`src/utf_pkg.sv`:
```
package utf_pkg;

   // Encoding codes of the format registers; code three acts as UTF-32
   localparam logic [1:0] FMT_UTF8  = 2'd0;
   localparam logic [1:0] FMT_UTF16 = 2'd1;
   localparam logic [1:0] FMT_UTF32 = 2'd2;

   // Error kinds carried on the result channel
   localparam logic [1:0] ERR_NONE      = 2'd0;
   localparam logic [1:0] ERR_BAD_LEAD  = 2'd1;
   localparam logic [1:0] ERR_LONE_LOW  = 2'd2;
   localparam logic [1:0] ERR_TOO_LARGE = 2'd3;

   // Configuration register indexes
   localparam logic CSR_INPUT_FORMAT  = 1'b0;
   localparam logic CSR_OUTPUT_FORMAT = 1'b1;

   localparam int CP_WIDTH = 21;
   localparam logic [CP_WIDTH-1:0] CP_MAX = 21'h10FFFF;

   // One decoded code point or error, as queued between front and back
   typedef struct packed {
      logic [1:0]          err;
      logic [CP_WIDTH-1:0] cp;
   } entry_type;

   // Queue status seen by the front and the back
   typedef struct packed {
      logic full;
      logic valid;
   } queue_status_type;

endpackage

```
`src/unicode_utf_transcoder.sv`:
```
// UTF-8 / UTF-16 / UTF-32 transcoder. Each request carries one code unit in the
// encoding set by register 0 (input_format: 0 UTF-8, 1 UTF-16, 2 or 3 UTF-32);
// each code point comes out as one to four units in the encoding set by
// register 1 (output_format, same codes, reset UTF-32), with rsp_tlast on the
// final unit. rsp_tuser carries the error kind (1 bad UTF-8 lead byte, 2 lone
// low surrogate, 3 value above 0x10FFFF); an error is a single zero unit with
// rsp_tlast set. Continuation bytes and low surrogates are not checked. A
// register write clears any partial sequence; write registers only while the
// block is idle. Requests are taken at one per cycle while the queue of
// QUEUE_DEPTH decoded code points has room; the encoder drains one unit per
// cycle while rsp_tready is high, so a code point takes one to four output
// units and that encoder sets the sustained rate when outputs are multi-unit.
module unicode_utf_transcoder import utf_pkg::*; #(
   parameter int QUEUE_DEPTH = 2
) (
   input  logic        clock,
   input  logic        reset,
   // request channel
   input  logic        req_tvalid,
   output logic        req_tready,
   input  logic [31:0] req_tdata,   // [31:0] in_unit
   // result channel
   output logic        rsp_tvalid,
   input  logic        rsp_tready,
   output logic [23:0] rsp_tdata,   // [20:0] out_unit, [23:21] zero
   output logic        rsp_tlast,   // last_of_run
   output logic [1:0]  rsp_tuser,   // [1:0] error_kind
   // configuration write channel
   input  logic        csr_valid,
   output logic        csr_ready,
   input  logic        csr_index,
   input  logic [1:0]  csr_data
);

   logic [1:0]          in_fmt_ff, in_fmt_in;
   logic [1:0]          out_fmt_ff, out_fmt_in;
   logic                csr_write;
   logic                accept;
   logic                push, pop;
   entry_type           push_entry, head;
   queue_status_type    status;
   logic [CP_WIDTH-1:0] out_unit;

   assign csr_ready  = 1'b1;
   assign csr_write  = csr_valid && csr_ready;
   assign req_tready = !status.full;
   assign accept     = req_tvalid && req_tready;

   // Update the format registers
   always_comb begin
      in_fmt_in  = in_fmt_ff;
      out_fmt_in = out_fmt_ff;
      if (csr_write) begin
         unique case (csr_index)
            CSR_INPUT_FORMAT:  in_fmt_in  = csr_data;
            CSR_OUTPUT_FORMAT: out_fmt_in = csr_data;
         endcase
      end
   end

   always_ff @(posedge clock) begin
      if (reset) begin
         in_fmt_ff  <= FMT_UTF8;
         out_fmt_ff <= FMT_UTF32;
      end else begin
         in_fmt_ff  <= in_fmt_in;
         out_fmt_ff <= out_fmt_in;
      end
   end

   utf_front u_front (
      .clock         (clock),
      .reset         (reset),
      .input_format  (in_fmt_ff),
      .clear_partial (csr_write),
      .accept        (accept),
      .in_unit       (req_tdata),
      .push          (push),
      .push_entry    (push_entry)
   );

   utf_queue #(
      .DEPTH (QUEUE_DEPTH)
   ) u_queue (
      .clock      (clock),
      .reset      (reset),
      .push       (push),
      .push_entry (push_entry),
      .pop        (pop),
      .status     (status),
      .head       (head)
   );

   utf_back u_back (
      .clock         (clock),
      .reset         (reset),
      .output_format (out_fmt_ff),
      .status        (status),
      .head          (head),
      .out_ready     (rsp_tready),
      .pop           (pop),
      .out_valid     (rsp_tvalid),
      .out_unit      (out_unit),
      .out_last      (rsp_tlast),
      .out_err       (rsp_tuser)
   );

   assign rsp_tdata = {3'b0, out_unit};

endmodule

```
`src/utf_front.sv`:
```
module utf_front import utf_pkg::*; (
   input  logic             clock,
   input  logic             reset,
   input  logic [1:0]       input_format,
   input  logic             clear_partial,
   input  logic             accept,
   input  logic [31:0]      in_unit,
   output logic             push,
   output entry_type        push_entry
);

   logic [1:0]          exp_ff, exp_in;
   logic [CP_WIDTH-1:0] part_ff, part_in;
   logic [7:0]          b;
   logic [15:0]         u;
   logic [CP_WIDTH-1:0] cont_cp;
   logic [CP_WIDTH-1:0] surr_cp;

   assign b       = in_unit[7:0];
   assign u       = in_unit[15:0];
   assign cont_cp = {part_ff[CP_WIDTH-7:0], b[5:0]};
   assign surr_cp = 21'h10000 + {1'b0, part_ff[19:10], 10'b0} + {11'b0, u[9:0]};

   // Classify the request and advance the sequence state
   always_comb begin
      exp_in          = exp_ff;
      part_in         = part_ff;
      push            = 1'b0;
      push_entry.err  = ERR_NONE;
      push_entry.cp   = '0;
      if (clear_partial) begin
         exp_in  = '0;
         part_in = '0;
      end else if (accept) begin
         unique case (input_format)
            FMT_UTF8: begin
               if (exp_ff == 2'd0) begin
                  priority if (!b[7]) begin
                     push          = 1'b1;
                     push_entry.cp = {13'b0, b};
                  end else if (b[7:5] == 3'b110) begin
                     part_in = {16'b0, b[4:0]};
                     exp_in  = 2'd1;
                  end else if (b[7:4] == 4'b1110) begin
                     part_in = {17'b0, b[3:0]};
                     exp_in  = 2'd2;
                  end else if (b[7:3] == 5'b11110) begin
                     part_in = {18'b0, b[2:0]};
                     exp_in  = 2'd3;
                  end else begin
                     push           = 1'b1;
                     push_entry.err = ERR_BAD_LEAD;
                     part_in        = '0;
                  end
               end else begin
                  exp_in  = exp_ff - 2'd1;
                  part_in = cont_cp;
                  if (exp_ff == 2'd1) begin
                     push    = 1'b1;
                     part_in = '0;
                     if (cont_cp > CP_MAX) push_entry.err = ERR_TOO_LARGE;
                     else                  push_entry.cp  = cont_cp;
                  end
               end
            end
            FMT_UTF16: begin
               if (exp_ff == 2'd0) begin
                  priority if (u[15:10] == 6'b110110) begin
                     part_in = {1'b0, u[9:0], 10'b0};
                     exp_in  = 2'd1;
                  end else if (u[15:10] == 6'b110111) begin
                     push           = 1'b1;
                     push_entry.err = ERR_LONE_LOW;
                     part_in        = '0;
                  end else begin
                     push          = 1'b1;
                     push_entry.cp = {5'b0, u};
                  end
               end else begin
                  push          = 1'b1;
                  push_entry.cp = surr_cp;
                  exp_in        = '0;
                  part_in       = '0;
               end
            end
            default: begin
               push    = 1'b1;
               exp_in  = '0;
               part_in = '0;
               if (in_unit > {11'b0, CP_MAX}) push_entry.err = ERR_TOO_LARGE;
               else                           push_entry.cp  = in_unit[CP_WIDTH-1:0];
            end
         endcase
      end
   end

   // Hold the sequence state
   always_ff @(posedge clock) begin
      if (reset) begin
         exp_ff  <= '0;
         part_ff <= '0;
      end else begin
         exp_ff  <= exp_in;
         part_ff <= part_in;
      end
   end

endmodule

```
`src/utf_queue.sv`:
```
module utf_queue import utf_pkg::*; #(
   parameter int DEPTH = 2
) (
   input  logic             clock,
   input  logic             reset,
   input  logic             push,
   input  entry_type        push_entry,
   input  logic             pop,
   output queue_status_type status,
   output entry_type        head
);

   localparam int PW = (DEPTH > 1) ? $clog2(DEPTH) : 1;
   localparam int CW = $clog2(DEPTH + 1);
   localparam logic [PW-1:0] LAST_PTR = PW'(DEPTH - 1);

   entry_type       mem_ff [DEPTH];
   logic [PW-1:0]   wr_ff, wr_in, rd_ff, rd_in;
   logic [CW-1:0]   cnt_ff, cnt_in;
   logic            do_push, do_pop;

   assign status.full  = (cnt_ff == CW'(DEPTH));
   assign status.valid = (cnt_ff != '0);
   assign do_push      = push && !status.full;
   assign do_pop       = pop && status.valid;
   assign head         = mem_ff[rd_ff];

   // Advance pointers with wrap at the depth
   always_comb begin
      wr_in  = wr_ff;
      rd_in  = rd_ff;
      cnt_in = cnt_ff;
      if (do_push) wr_in = (wr_ff == LAST_PTR) ? '0 : wr_ff + PW'(1);
      if (do_pop)  rd_in = (rd_ff == LAST_PTR) ? '0 : rd_ff + PW'(1);
      if (do_push && !do_pop)      cnt_in = cnt_ff + CW'(1);
      else if (do_pop && !do_push) cnt_in = cnt_ff - CW'(1);
   end

   always_ff @(posedge clock) begin
      if (reset) begin
         wr_ff  <= '0;
         rd_ff  <= '0;
         cnt_ff <= '0;
      end else begin
         wr_ff  <= wr_in;
         rd_ff  <= rd_in;
         cnt_ff <= cnt_in;
      end
   end

   // Store the pushed entry
   always_ff @(posedge clock) begin
      if (do_push) mem_ff[wr_ff] <= push_entry;
   end

endmodule

```
`src/utf_back.sv`:
```
module utf_back import utf_pkg::*; (
   input  logic                clock,
   input  logic                reset,
   input  logic [1:0]          output_format,
   input  queue_status_type    status,
   input  entry_type           head,
   input  logic                out_ready,
   output logic                pop,
   output logic                out_valid,
   output logic [CP_WIDTH-1:0] out_unit,
   output logic                out_last,
   output logic [1:0]          out_err
);

   logic [1:0]          idx_ff, idx_in;
   logic [1:0]          last_idx;
   logic [CP_WIDTH-1:0] cp;
   logic [19:0]         v;
   logic                taken;

   assign cp    = head.cp;
   assign v     = 20'(cp - 21'h10000);
   assign taken = out_valid && out_ready;

   // Select the unit at the current position of the code point
   always_comb begin
      last_idx = 2'd0;
      out_unit = cp;
      unique case (output_format)
         FMT_UTF8: begin
            priority if (cp <= 21'h7F) begin
               last_idx = 2'd0;
               out_unit = cp;
            end else if (cp <= 21'h7FF) begin
               last_idx = 2'd1;
               unique case (idx_ff)
                  2'd0:    out_unit = {13'b0, 3'b110, cp[10:6]};
                  default: out_unit = {13'b0, 2'b10, cp[5:0]};
               endcase
            end else if (cp <= 21'hFFFF) begin
               last_idx = 2'd2;
               unique case (idx_ff)
                  2'd0:    out_unit = {13'b0, 4'b1110, cp[15:12]};
                  2'd1:    out_unit = {13'b0, 2'b10, cp[11:6]};
                  default: out_unit = {13'b0, 2'b10, cp[5:0]};
               endcase
            end else begin
               last_idx = 2'd3;
               unique case (idx_ff)
                  2'd0:    out_unit = {13'b0, 5'b11110, cp[20:18]};
                  2'd1:    out_unit = {13'b0, 2'b10, cp[17:12]};
                  2'd2:    out_unit = {13'b0, 2'b10, cp[11:6]};
                  default: out_unit = {13'b0, 2'b10, cp[5:0]};
               endcase
            end
         end
         FMT_UTF16: begin
            if (cp < 21'h10000) begin
               last_idx = 2'd0;
               out_unit = cp;
            end else begin
               last_idx = 2'd1;
               if (idx_ff == 2'd0) out_unit = {5'b0, 6'b110110, v[19:10]};
               else                out_unit = {5'b0, 6'b110111, v[9:0]};
            end
         end
         default: begin
            last_idx = 2'd0;
            out_unit = cp;
         end
      endcase
      if (head.err != ERR_NONE) begin
         last_idx = 2'd0;
         out_unit = '0;
      end
   end

   assign out_valid = status.valid;
   assign out_err   = head.err;
   assign out_last  = (idx_ff == last_idx);
   assign pop       = taken && out_last;
   assign idx_in    = pop ? 2'd0 : (taken ? idx_ff + 2'd1 : idx_ff);

   // Advance the unit position, drop the entry after its last unit
   always_ff @(posedge clock) begin
      if (reset) idx_ff <= '0;
      else       idx_ff <= idx_in;
   end

endmodule
```
`config.mk`:
```
export PLATFORM = sky130hd
export DESIGN_NAME = unicode_utf_transcoder
export DESIGN_NICKNAME = d
export VERILOG_FILES = /design/src/utf_pkg.sv /design/src/unicode_utf_transcoder.sv /design/src/utf_front.sv /design/src/utf_queue.sv /design/src/utf_back.sv
export SDC_FILE = /design/constraint.sdc
export NUM_CORES = 1
export LEC_CHECK = 0
export BUFFER_PORTS_ARGS = -buffer_cell sky130_fd_sc_hd__buf_2
export CORE_ASPECT_RATIO = 0.5
export CORE_MARGIN = 8
export CORE_UTILIZATION = 63
export DETAILED_ROUTE_END_ITERATION = 10
export PLACE_DENSITY = 0.83
export RECOVER_POWER = 100
export SKIP_LAST_GASP = 1
export SYNTH_ARGS = -nofsm -noshare
export SYNTH_HDL_FRONTEND = slang
export SYNTH_SLANG_ARGS = --single-unit
```
`constraint.sdc`:
```
create_clock -name clock -period 10 [get_ports clock]
set_input_delay 0.5 -clock clock [delete_from_list [all_inputs] [get_ports clock]]
set_output_delay 0.5 -clock clock [all_outputs]
set_load 0.005 [all_outputs]
```
After elaboration in Yosys (flattened, before gate mapping)
Memory sizes are Yosys's and may differ from the RTL's. A register that Yosys moved wholly into a read port is not among the register bits.
Cells that the tools add are included.
{"block": "word_totals", "inputBits": 40, "regBits": 32, "ram_bits": 46, "output_inout_bits": 30, "mem_count": 1}
{"block": "op_classes", "magnitude_cmp": 6, "muxes": 72, "n_eq_ne": 16, "addsub": 9, "reduce_logical": 23, "bitwise_logic": 1}
{"memory": "u_queue.mem_ff", "depth": 2, "word_bits": 23, "rd": 1, "rd_ports_with_merged_regs": 1, "write_ports": 1, "line": "utf_queue.sv:17", "text": "entry_type mem_ff [DEPTH];"}
{"cell": "$mux W21", "count": 8}
{"cell": "$mux W20", "count": 7}
{"cell": "$mux W23", "count": 5}
{"cell": "$pmux W23 S2", "count": 1}
{"cell": "$pmux W21 S2", "count": 1}
{"cell": "$pmux W20 S2", "count": 1}
{"cell": "$mux W2", "count": 19}
{"cell": "$gt A32 B21 Y1 const B", "count": 1}
{"cell": "$add A17 B20 Y21 const A", "count": 1}
{"cell": "$add A21 B10 Y21", "count": 1}
{"cell": "$gt A21 B21 Y1 const B", "count": 1}
{"cell": "$le A21 B11 Y1 const B", "count": 1}
{"cell": "$le A21 B16 Y1 const B", "count": 1}
{"cell": "$le A21 B7 Y1 const B", "count": 1}
{"cell": "$lt A21 B17 Y1 const B", "count": 1}
{"cell": "$pmux W7 S3", "count": 1}
{"cell": "$sub A20 B17 Y20 const B", "count": 1}
{"cell": "$mux W1", "count": 19}
{"cell": "$mux W16", "count": 1}
{"cell": "$mux W7", "count": 2}
{"cell": "$pmux W7 S2", "count": 1}
{"cell": "$eq A6 B6 Y1 const B", "count": 2}
{"cell": "$mux W11", "count": 1}
{"cell": "$eq A2 B1 Y1 const B", "count": 4}
{"cell": "24 further kinds", "count": 45}

Depth between registers and ports, before layout
Gate-level depths: netlist (run 1).
{"block": "logic_depth", "word_depth": 14, "mapped_depth": 16, "ltp_nobuf": 13}

Hierarchy
Synthesis (run 1) repeated with hierarchy kept, for this count alone.
{"block": "hier_totals", "hier_cells": 554, "area_unflattened_um2": 5303.8}
{"mod": "utf_front", "area_each_um2": 1959.4, "n_inst": 1, "cells_per_inst": 254, "seq_area_each_um2": 440.4}
{"mod": "utf_queue", "area_each_um2": 1870.5, "n_inst": 1, "cells_per_inst": 96, "seq_area_each_um2": 1481.4}
{"mod": "utf_back", "area_each_um2": 1258.7, "n_inst": 1, "cells_per_inst": 180, "seq_area_each_um2": 40.0}
{"mod": "unicode_utf_transcoder", "area_each_um2": 215.2, "n_inst": 1, "cells_per_inst": 24, "seq_area_each_um2": 80.1}

Worst setup path after synthesis (run 1)
No wires, ideal clock.
{"block": "synth_path", "path_kind": "reg-to-reg", "start": "register in_fmt_ff[1]", "end": "memory u_queue.mem_ff[0][0] in the netlist's numbering, enable pin", "setup_ns": 0.462, "stages_incl_launch_ff": 8, "period_less_slack_ns": 3.928, "n_path_buf": 3, "path_slack_ns": 6.072, "t_arrival_ns": 3.466, "required_ns": 9.538, "path_cell_list": "dfxtp_1 > clkbuf_1 > nor2b_1 > clkbuf_1 > nand2_1 > nor3_1 > clkbuf_1 > nor4_1"}
{"block": "synth_via", "elab_chain_cells": 7, "elab_cells_between_ends": 8, "cone_classes": "eq/ne: 1; mux: 5; reduce/logical: 2"}
{"item": "start, declared", "line": "unicode_utf_transcoder.sv:35", "text": "logic [1:0] in_fmt_ff, in_fmt_in;"}
{"item": "start signal, assigned", "line": "unicode_utf_transcoder.sv:66", "text": "in_fmt_ff <= in_fmt_in;"}
{"item": "$eq A2 B1 Y1 or $logic_not A2 Y1 (tied branches)", "line": "utf_front.sv:35", "text": "unique case (input_format)"}
{"item": "$pmux W1 S2 (*)", "line": "utf_front.sv:35"}
{"item": "$mux W1 (*)", "line": "utf_front.sv:34", "text": "end else if (accept) begin"}
{"item": "$mux W1 (*)", "line": "utf_front.sv:31", "text": "if (clear_partial) begin"}
{"item": "$logic_and A1 B1 Y1 (*)", "line": "utf_queue.sv:24", "text": "assign do_push = push && !status.full;"}
{"item": "$mux W1 (*)", "line": "utf_queue.sv:53", "text": "if (do_push) mem_ff[wr_ff] <= push_entry;"}
{"item": "$mux W1 (not written as such) (*)", "line": "utf_queue.sv:53"}
{"item": "end, declared", "line": "utf_queue.sv:17"}
Mark *: on every way between the ends. The rest lies on a longest branch, timed or not.

==> results of run 1 <==
-- through the flow --
step	worst slack (ns)	std cells	utilization, %
after CTS	5.638	759	72.98
final	4.140	759	72.00
after floorplan	6.072	605	-
after global routing	3.843	759	72.00
after global placement	5.860	743	68.88
after detailed placement	5.725	743	68.88
-- area by class of cell --
type | instances | area [sq um] | share of cell area [%]
multi-input cells | 472 | 2934 | 50.57
flip-flops and latches | 79 | 2042 | 35.20
repair buffers | 70 | 317.8 | 5.478
clock buffers | 9 | 225.2 | 3.882
well taps | 112 | 140.1 | 2.415
clock inverters | 7 | 105.1 | 1.812
inverters | 10 | 37.54 | 0.6470
-- tightest hold or removal path: stages --
cell     delay (ns)
buf_2          0.08
mux2i_1        0.05
nor2_1         0.08
-- routing by layer --
layer / GRT usage [%] / vias up / part of all wire (%)
li1: - / 2344 / -
met1: 34.21 / 2388 / 43
met2: 42.22 / 384 / 43
met3: 7.343 / 51 / 11
met4: 8.651 / 0 / 2.8
met5: 0 / - / 0
-- power groups by stage --
stage / Clock (mW) / Sequential [mW] / Combinational, mW
4_1_cts: 0.359 / 0.417 / 0.318
5_1_grt: 0.371 / 0.422 / 0.344
2_1_floorplan: 0 / 0.391 / 0.254
6_report: 0.356 / 0.419 / 0.321
3_5_place_dp: 0 / 0.422 / 0.313
3_3_place_gp: 0 / 0.420 / 0.312
-- layout by cell type (no fill, tap or decap), drive strengths merged, types with 6 or more instances in the layout --
cell type,netlist,layout
nor4,7,7
nor3,30,30
o22ai,7,7
and2,13,13
nor2b,6,6
or2,7,7
clkbuf,31,37
mux2i,24,24
nand3,26,26
buf,13,42
a21oi,61,61
a211oi,9,9
mux2,14,14
edfxtp,46,46
a221oi,15,15
inv,10,12
ha,9,9
nor2,61,61
o21ai,23,23
dfxtp,33,33
nand2,59,59
nand2b,7,7
a31oi,11,11
-- path summary, 6_finish.rpt --
| path | from | to | slack [ns] | depth (start not counted) |
|---|---|---|---|---|
| min | csr_data[1] | in_fmt_ff[1] | 0.42 | 3 |
| max | register | u_queue.cnt_ff[1] | 4.14 | 12 |
| min reg2reg | u_front.part_ff[8] | u_front.part_ff[8] | 0.49 | 2 |
| max reg2reg | register | u_queue.cnt_ff[1] | 4.14 | 12 |
-- cell usage after synthesis (3+ instances only) --
library cell and number:
a21oi_1 61, a211oi_1 8, ha_1 9, buf_6 3, nor3_1 30, o22ai_1 6
and2_1 12, nand4_1 3, xnor2_1 4, a2111oi_0 5, a221oi_1 15, nand2_1 59
nand2b_1 7, a31oi_1 11, buf_2 3, clkbuf_1 31, nor2_1 61, a211o_1 5
o31a_1 4, nand3_1 26, nand3b_1 4, nor2b_1 5, dfxtp_1 33, mux2i_1 21
buf_4 4, edfxtp_1 46, a21o_1 4, o31ai_1 5, o21ai_0 23, inv_1 10
xor2_1 3, nor4_1 7, and3_1 4, or2_2 7, mux2_2 11, o2111ai_1 4
-- flip-flops by register name, summed over array words and instances (netlist names), named ones only --
name	cells
u_queue.mem_ff	46
u_front.part_ff	20
in_fmt_ff	2
out_fmt_ff	2
u_back.idx_ff	2
u_front.exp_ff	2
u_queue.cnt_ff	2
u_queue.rd_ff	1
u_queue.wr_ff	1
-- kinds of logic (layout without fill, tap and decap cells) --
family | after synthesis | after routing | share of synthesized area, %
simple gates | 236 | 236 | 21.57
compound gates | 178 | 178 | 23.14
flops | 79 | 79 | 38.86
buf+inv | 54 | 96 | 4.952
mux | 38 | 38 | 8.024
fa+ha+maj | 9 | 9 | 2.143
xor+xnor | 7 | 7 | 1.167
other cells | 2 | 4 | 0.1429
==> metrics, run 1 <==
CTS Buf Count=9; top cell family by delay on the critical path=compound AO/OA/AOI/OAI gates; final cycle utilization of the critical path=58.60%; H-tree levels=3; Synth area leader=edfxtp_1; CP Max Fanout=42; Setup violations, final=0; DR vias=a little over 5000; area of the core=0.008058 sq mm; DRT iter0 DRCs=630; Slew Limit Fails=43; CP Capture Type=register; Worst Hold Class=in -> reg; Yosys reg bits=79; startpoint types=register; die width=145.2 um; Worst slew margin=-19.57%; ys async rst share=0%; violated checks=capacitance limit, slew limit; GRT Total Usage=26.36%; P_sw=0.3760 mW; fin area=0.005802 sq mm; Final min period=approximately 5.9 ns; LEAKAGE=1.991 nW; WS Path Type=reg -> reg; Reg power frac=38.2%; CTS Root Cell=clkbuf_16; P_int=0.7207 mW; routed wire length=16010 um; clock latency on the worst-skew pair=0.34 ns; Final Power=1.097 mW; biggest cell delay along the critical path=between 1.5 and 2 ns; max_cap viols=1; Post-synth EDFFs=46; Switching Fraction=34.28%; Clk pwr share=32.5%; number of diodes=0; P per Cell Area=189.0 mW/mm^2; dpl hpwl=11470 um; placed inst area=0.005550 sq mm; post-synthesis cell area=0.005255 sq mm; top-area cell type share of the netlist area=26.29%; # clock sinks=around 80; setup bufs post-CTS=0; # port buffers=65; largest net degree at the start of global routing=43; Die Area=0.01170 sq mm; clock buffer depth=2; Cell Rows=23; # resized after CTS=0; Synth Flop Type=edfxtp_1; Gate power share=between 20 and 30%; number of global-route vias before repair=4661; via/cell ratio=between 6 and 7; Req. time, crit path=~10 ns; top cells by area, synth=edfxtp_1 26%, dfxtp_1 13%, a21oi_1 5.8%; setup tns final=0 ns; Residual DRC=0; Post-Syn Area per Cell=8.715 sq um; TritonCTS clock tree=built; hold buffer count at cts=0; synth-to-layout area growth=10.40%; Avg WL per Cell=21.09 um; drt pass-1 iters=6; Die H=80.58 um; Buf/Inv on CP=1; first-pass GRT wire length=24650 um; FILL cells=647; Worst-path clk slew=about 0.06 ns; post-synthesis cell count=around 600; Seq/Total Area, Yosys=just under 40%; RSZ-0062 raised after global routing=no; Overflow after GRT=0; status=finished with violations; Max Fclk=about 170 MHz; Setup Skew=0.008303 ns; Yosys cell types=74; GPL Wtd Cong=0.9494; Starting Density=65.22%; CP dominant cell by count=ha_1; Yosys warnings=0; Top Ports=70; CP Cell Sequence=mux2i_1 -> ha_1 -> o211ai_1 -> o2111a_2 -> a211oi_1 -> a21boi_2 -> o22a_1 -> o22ai_1 -> inv_1 -> ha_1 -> or3_1 -> a21oi_1; Fin. Hold Viols=0; worst IR drop on VDD=0.1471 mV; DRT antenna net count=0; share of post-route cells with drive strength above 1=around 13%; final hold slack=0.4162 ns; layout net count=691; Slew @ Worst Pin=roughly 1.8 ns; initial antenna violation count=0; crit path DAT=6.12 ns; critical path's slowest cell=dfxtp_1
No activity file was read; power rests on OpenSTA's default activity.
==> run 2, diff against run 1 <==
- CORE_UTILIZATION: 63 -> 53
- PLACE_DENSITY: 0.83 -> 0.74
- clock period: 10 -> 5 ns (I/O delays scaled with it)
==> metrics, run 2 (synthesis results as in run 1) <==
status=complete, no violations; max FFs per register=46; max_cap viols=0; Cell Rows=25; crit path DAT=roughly 4.3 ns; Residual DRC=0; RSZ-0062 raised after global routing=no; DRT antenna net count=0; Gate power share=30.2%; Worst Hold Class=in -> reg; DRT iter0 DRCs=between 400 and 500; FILL cells=approximately 870; number of global-route vias before repair=about 4500; GPL Wtd Cong=0.9577; Avg WL per Cell=between 15 and 20 um; number of diodes=0; largest net degree at the start of global routing=29; share of post-route cells with drive strength above 1=between 10% and 20%; drt pass-1 iters=5; Die Area=0.01355 sq mm; Fin. Hold Viols=0; # resized after CTS=0; P_int=1.449 mW; Req. time, crit path=around 5.3 ns; P per Cell Area=371.5 mW/mm^2; Storage cell area=0.002043 sq mm; worst setup path end=u_queue.cnt_ff[1]; Register-to-Register Path Depth=12; via/cell ratio=6.379; multi-input logic area=0.002950 sq mm; Final Power=roughly 2.2 mW; GR Util met1=33.20%; dpl hpwl=11790 um; first-pass GRT wire length=between 20000 and 25000 um; worst IR drop on VDD=0.1944 mV; Core Util, Final=61.42%; H-tree levels=3; synth-to-layout area growth=11.50%; Max Fclk=about 250 MHz; clock latency on the worst-skew pair=0.34 ns; commonest cells after routing, fill and taps aside=61 x a21oi_1, 61 x nor2_1, 59 x nand2_1; TritonCTS clock tree=built; Post-Layout Cell Count=783; Regs by FF count=u_queue.mem_ff: 46 flops, u_front.part_ff: 20 flops; final cycle utilization of the critical path=81.42%; WS Path Type=reg -> reg; GRT Total Usage=a little under a quarter; startpoint types=register; setup tns final=0 ns; layout net count=between 600 and 700; Placed Instances=767; clock buffer depth=2; LEAKAGE=2.024 nW; r2r setup slk=0.93 ns; P_sw=0.7283 mW; worst r2r dst=u_queue.cnt_ff[1]; Worst-path clk slew=around 0.060 ns; CP Capture Type=register; # clock sinks=79; placed inst area=0.005587 sq mm; CTS Root Cell=clkbuf_16; Worst slew margin=2.746%; Die H=86.41 um; Top Ports=70; Starting Density=around 55%; die width=156.8 um; busiest metal layer after global routing=met2; Reg power frac=37.4%; Slew Limit Fails=0; area of the core=about 0.0095 sq mm; hold buffer count at cts=0; Clk pwr share=32.4%; Setup Skew=0.007540 ns; initial antenna violation count=0; Overflow after GRT=0; Setup violations, final=0; Largest Register=u_queue.mem_ff; CP Max Fanout=22; fin area=0.005859 sq mm; grt met2 use=34.17%; Final min period=4.071 ns; Slew @ Worst Pin=1.458 ns; CTS Buf Count=9; DR vias=4995; routed wire length=15640 um; Switching Fraction=33.46%; setup bufs post-CTS=0; # port buffers=65; grt met3 use=4.169%
-- run 2: cell types whose count changed in the layout (fill, tap and decap cells not counted), sizes merged --
cell    previous run  this run
buf               42        50
clkbuf            37        32
clkinv             2         1
inv               12        11
-- run 2: final cells by class --
cell class | count | area share [%]
Multi-Input combinational cell | 472 | 50.35
Clock buffer | 11 | 4.143
Inverter | 10 | 0.6406
Sequential cell | 79 | 34.87
Clock inverter | 5 | 1.388
Tap cell | 135 | 2.883
Timing Repair Buffer | 71 | 5.723
-- run 2: worst min-delay path by stage --
stage	startpoint	to	slack [ns]	depth (start not counted)
floorplan	csr_data[0]	in_fmt_ff[0]	0.39	2
detailed placement	u_front.part_ff[7]	u_front.part_ff[7]	0.47	2
finish	csr_data[1]	in_fmt_ff[1]	0.18	3
global route	csr_data[0]	out_fmt_ff[0]	0.19	3
global placement	u_front.part_ff[7]	u_front.part_ff[7]	0.47	2
CTS	csr_data[1]	in_fmt_ff[1]	0.17	3
-- run 2: power by group through the flow --
stage	clock (mW)	combinational, mW	sequential [mW]
floorplan	0	0.507	0.783
CTS	0.717	0.663	0.812
global route	0.744	0.718	0.822
detailed placement	0	0.657	0.826
global placement	0	0.655	0.824
finish	0.706	0.656	0.815
-- run 2: layer usage --
layer,wire (um),vias up,part of all wire (%)
li1,-,2355,-
met1,7185,2338,46
met2,6657,267,43
met3,1507,35,9.6
met4,289,0,1.8
met5,0,-,0
-- run 2: worst max-delay path: stages (launching register included) --
cell and delay (ns):
dfxtp_2 0.67, mux2i_1 0.59, ha_1 0.28, o211ai_1 0.21, o2111a_1 0.27, a211oi_4 0.44, a21boi_2 0.10, o22a_1 0.23
o22ai_1 0.28, inv_1 0.09, ha_1 0.35, or3_1 0.36, a21oi_1 0.14
-- run 2: stage by stage --
| step | hold slack, ns | worst slack [ns] |
|---|---|---|
| finish | 0.1814 | 0.9292 |
| global route | 0.1945 | 0.5924 |
| CTS | 0.1736 | 1.052 |
| detailed placement | 0.4695 | 1.092 |
| global placement | 0.4661 | 1.188 |
| floorplan | 0.3939 | 1.072 |
==> run 3, diff against run 2 <==
- clock period: 5 -> 3.7 ns (I/O delays scaled with it)
==> metrics, run 3 (synthesis results as in run 1) <==
drt pass-1 iters=5; WS Path Type=reg -> reg; hold buffer count at cts=0; multi-input logic area=0.002970 sq mm; synth-to-layout area growth=13.71%; Fin. Hold Viols=0; Max Fclk=slightly below 300 MHz; P per Cell Area=between 400 and 500 mW/mm^2; largest net degree at the start of global routing=29; share of post-route cells with drive strength above 1=~17%; fin area=0.005976 sq mm; number of global-route vias before repair=4495; CTS Root Cell=clkbuf_16; # clock sinks=79; Starting Density=between 50% and 60%; Worst Hold Class=in -> reg; Storage cell area=0.002046 sq mm; Cell Rows=25; Setup Skew=approximately 0.0046 ns; Switching Fraction=34.38%; busiest metal layer after global routing=met2; Req. time, crit path=between 3 and 4 ns; Regs by FF count=u_queue.mem_ff: 46 flops, u_front.part_ff: 20 flops; max FFs per register=46; LEAKAGE=approximately 2.1 nW; area of the core=0.009540 sq mm; Avg WL per Cell=19.10 um; P_sw=0.9999 mW; Clk pwr share=a little under a third; Final Power=2.909 mW; GRT Total Usage=between 20 and 25%; Gate power share=about a third; status=complete, no violations; TritonCTS clock tree=built; Final min period=3.435 ns; startpoint types=register; RSZ-0062 raised after global routing=no; Largest Register=u_queue.mem_ff; clock latency on the worst-skew pair=0.33 ns; DRT iter0 DRCs=600; P_int=1.909 mW; via/cell ratio=6.220; die width=about 160 um; GR Util met1=31.20%; Slew @ Worst Pin=1.049 ns; critical path's slowest cell=dfxtp_4; # resized after CTS=0; Die H=86.41 um; GPL Wtd Cong=1.031; crit path DAT=3.71 ns; final cycle utilization of the critical path=between 90% and 100%; number of diodes=0; Overflow after GRT=0; setup bufs post-CTS=0; Core Util, Final=62.64%; setup tns final=0 ns; dpl hpwl=11680 um; hold wc startpoint=csr_data[1]; Reg power frac=37.8%; DRT antenna net count=0; Slew Limit Fails=0; Worst slew margin=28.27%; initial antenna violation count=0; Post-Layout Cell Count=799; Worst-path clk slew=~0.060 ns; CP Cell Sequence=buf_4 -> nor3_1 -> o2111ai_1 -> nor2_1 -> mux2_4 -> or3_1 -> o22a_1 -> o22ai_2 -> inv_1 -> ha_1 -> or3_1 -> a21oi_1; worst IR drop on VDD=about 0.43 mV; biggest cell delay along the critical path=0.55 ns; FILL cells=roughly 830; first-pass GRT wire length=about 24000 um; grt met2 use=between 30% and 40%; max_cap viols=0; layout net count=708; CTS Buf Count=9; # port buffers=65; DR vias=between 4000 and 5000; CP dominant cell by count=or3_1; routed wire length=~15000 um; clock buffer depth=2; placed inst area=roughly 0.0057 sq mm; commonest cells after routing, fill and taps aside=61 x a21oi_1, 61 x nor2_1, 59 x nand2_1; Residual DRC=0; CP Capture Type=register; Top Ports=70; H-tree levels=3; grt met3 use=6.154%; Placed Instances=783; Die Area=0.01355 sq mm; CP Max Fanout=28; Setup violations, final=0
[run 3: cell count changes in the layout (fill, tap and decap cells not counted), moves of 2 or more]
cell,delta
buf_2,+2
clkbuf_1,-3
buf_4,+15
clkbuf_2,+2
[run 3: routing by layer]
layer | vias to the layer above | wire (um)
li1 | 2379 | -
met1 | 2294 | 6964
met2 | 265 | 6456
met3 | 32 | 1581
met4 | 0 | 255
met5 | - | 0
[run 3: area by class of cell]
cell class	count	share of cell area (%)
Clock inverter	7	1.193
Sequential cell	79	34.23
Tap cell	135	2.827
Clock buffer	9	3.769
Timing Repair Buffer	87	7.642
Multi-Input combinational cell	472	49.71
Inverter	10	0.6281
[run 3: through the flow]
stage | setup WS (ns) | hold WS [ns]
2_1_floorplan | 0.1922 | 0.3289
3_3_place_gp | 0.1660 | 0.4458
3_5_place_dp | 0.1002 | 0.4507
4_1_cts | 0.07107 | 0.09501
5_1_grt | 0.06013 | 0.1268
6_report | 0.2654 | 0.1060
[run 3: worst max-delay path, delay by kind of cell (launching register included)]
kind / cells / cell delay, ns
muxes: 1 / 0.36
AOI/OAI and AO/OA: 4 / 0.93
and+or+nand+nor: 4 / 0.86
adders and majority gates: 1 / 0.34
DFF: 1 / 0.55
buffers and inverters: 2 / 0.32
[run 3: path summary, 6_finish.rpt]
path,endpoint,slack (ns),cells after the start
max,u_queue.cnt_ff[1],0.27,12
min,in_fmt_ff[1],0.11,3
max reg2reg,u_queue.cnt_ff[1],0.27,12
min reg2reg,u_front.part_ff[9],0.49,2
[run 3: power by group through the flow]
stage / Sequential (mW) / Combinational, mW / Clock (mW)
2_1_floorplan: 1.06 / 0.686 / 0
3_3_place_gp: 1.11 / 0.920 / 0
3_5_place_dp: 1.11 / 0.926 / 0
4_1_cts: 1.09 / 0.932 / 0.895
5_1_grt: 1.11 / 1.01 / 0.927
6_report: 1.10 / 0.934 / 0.876
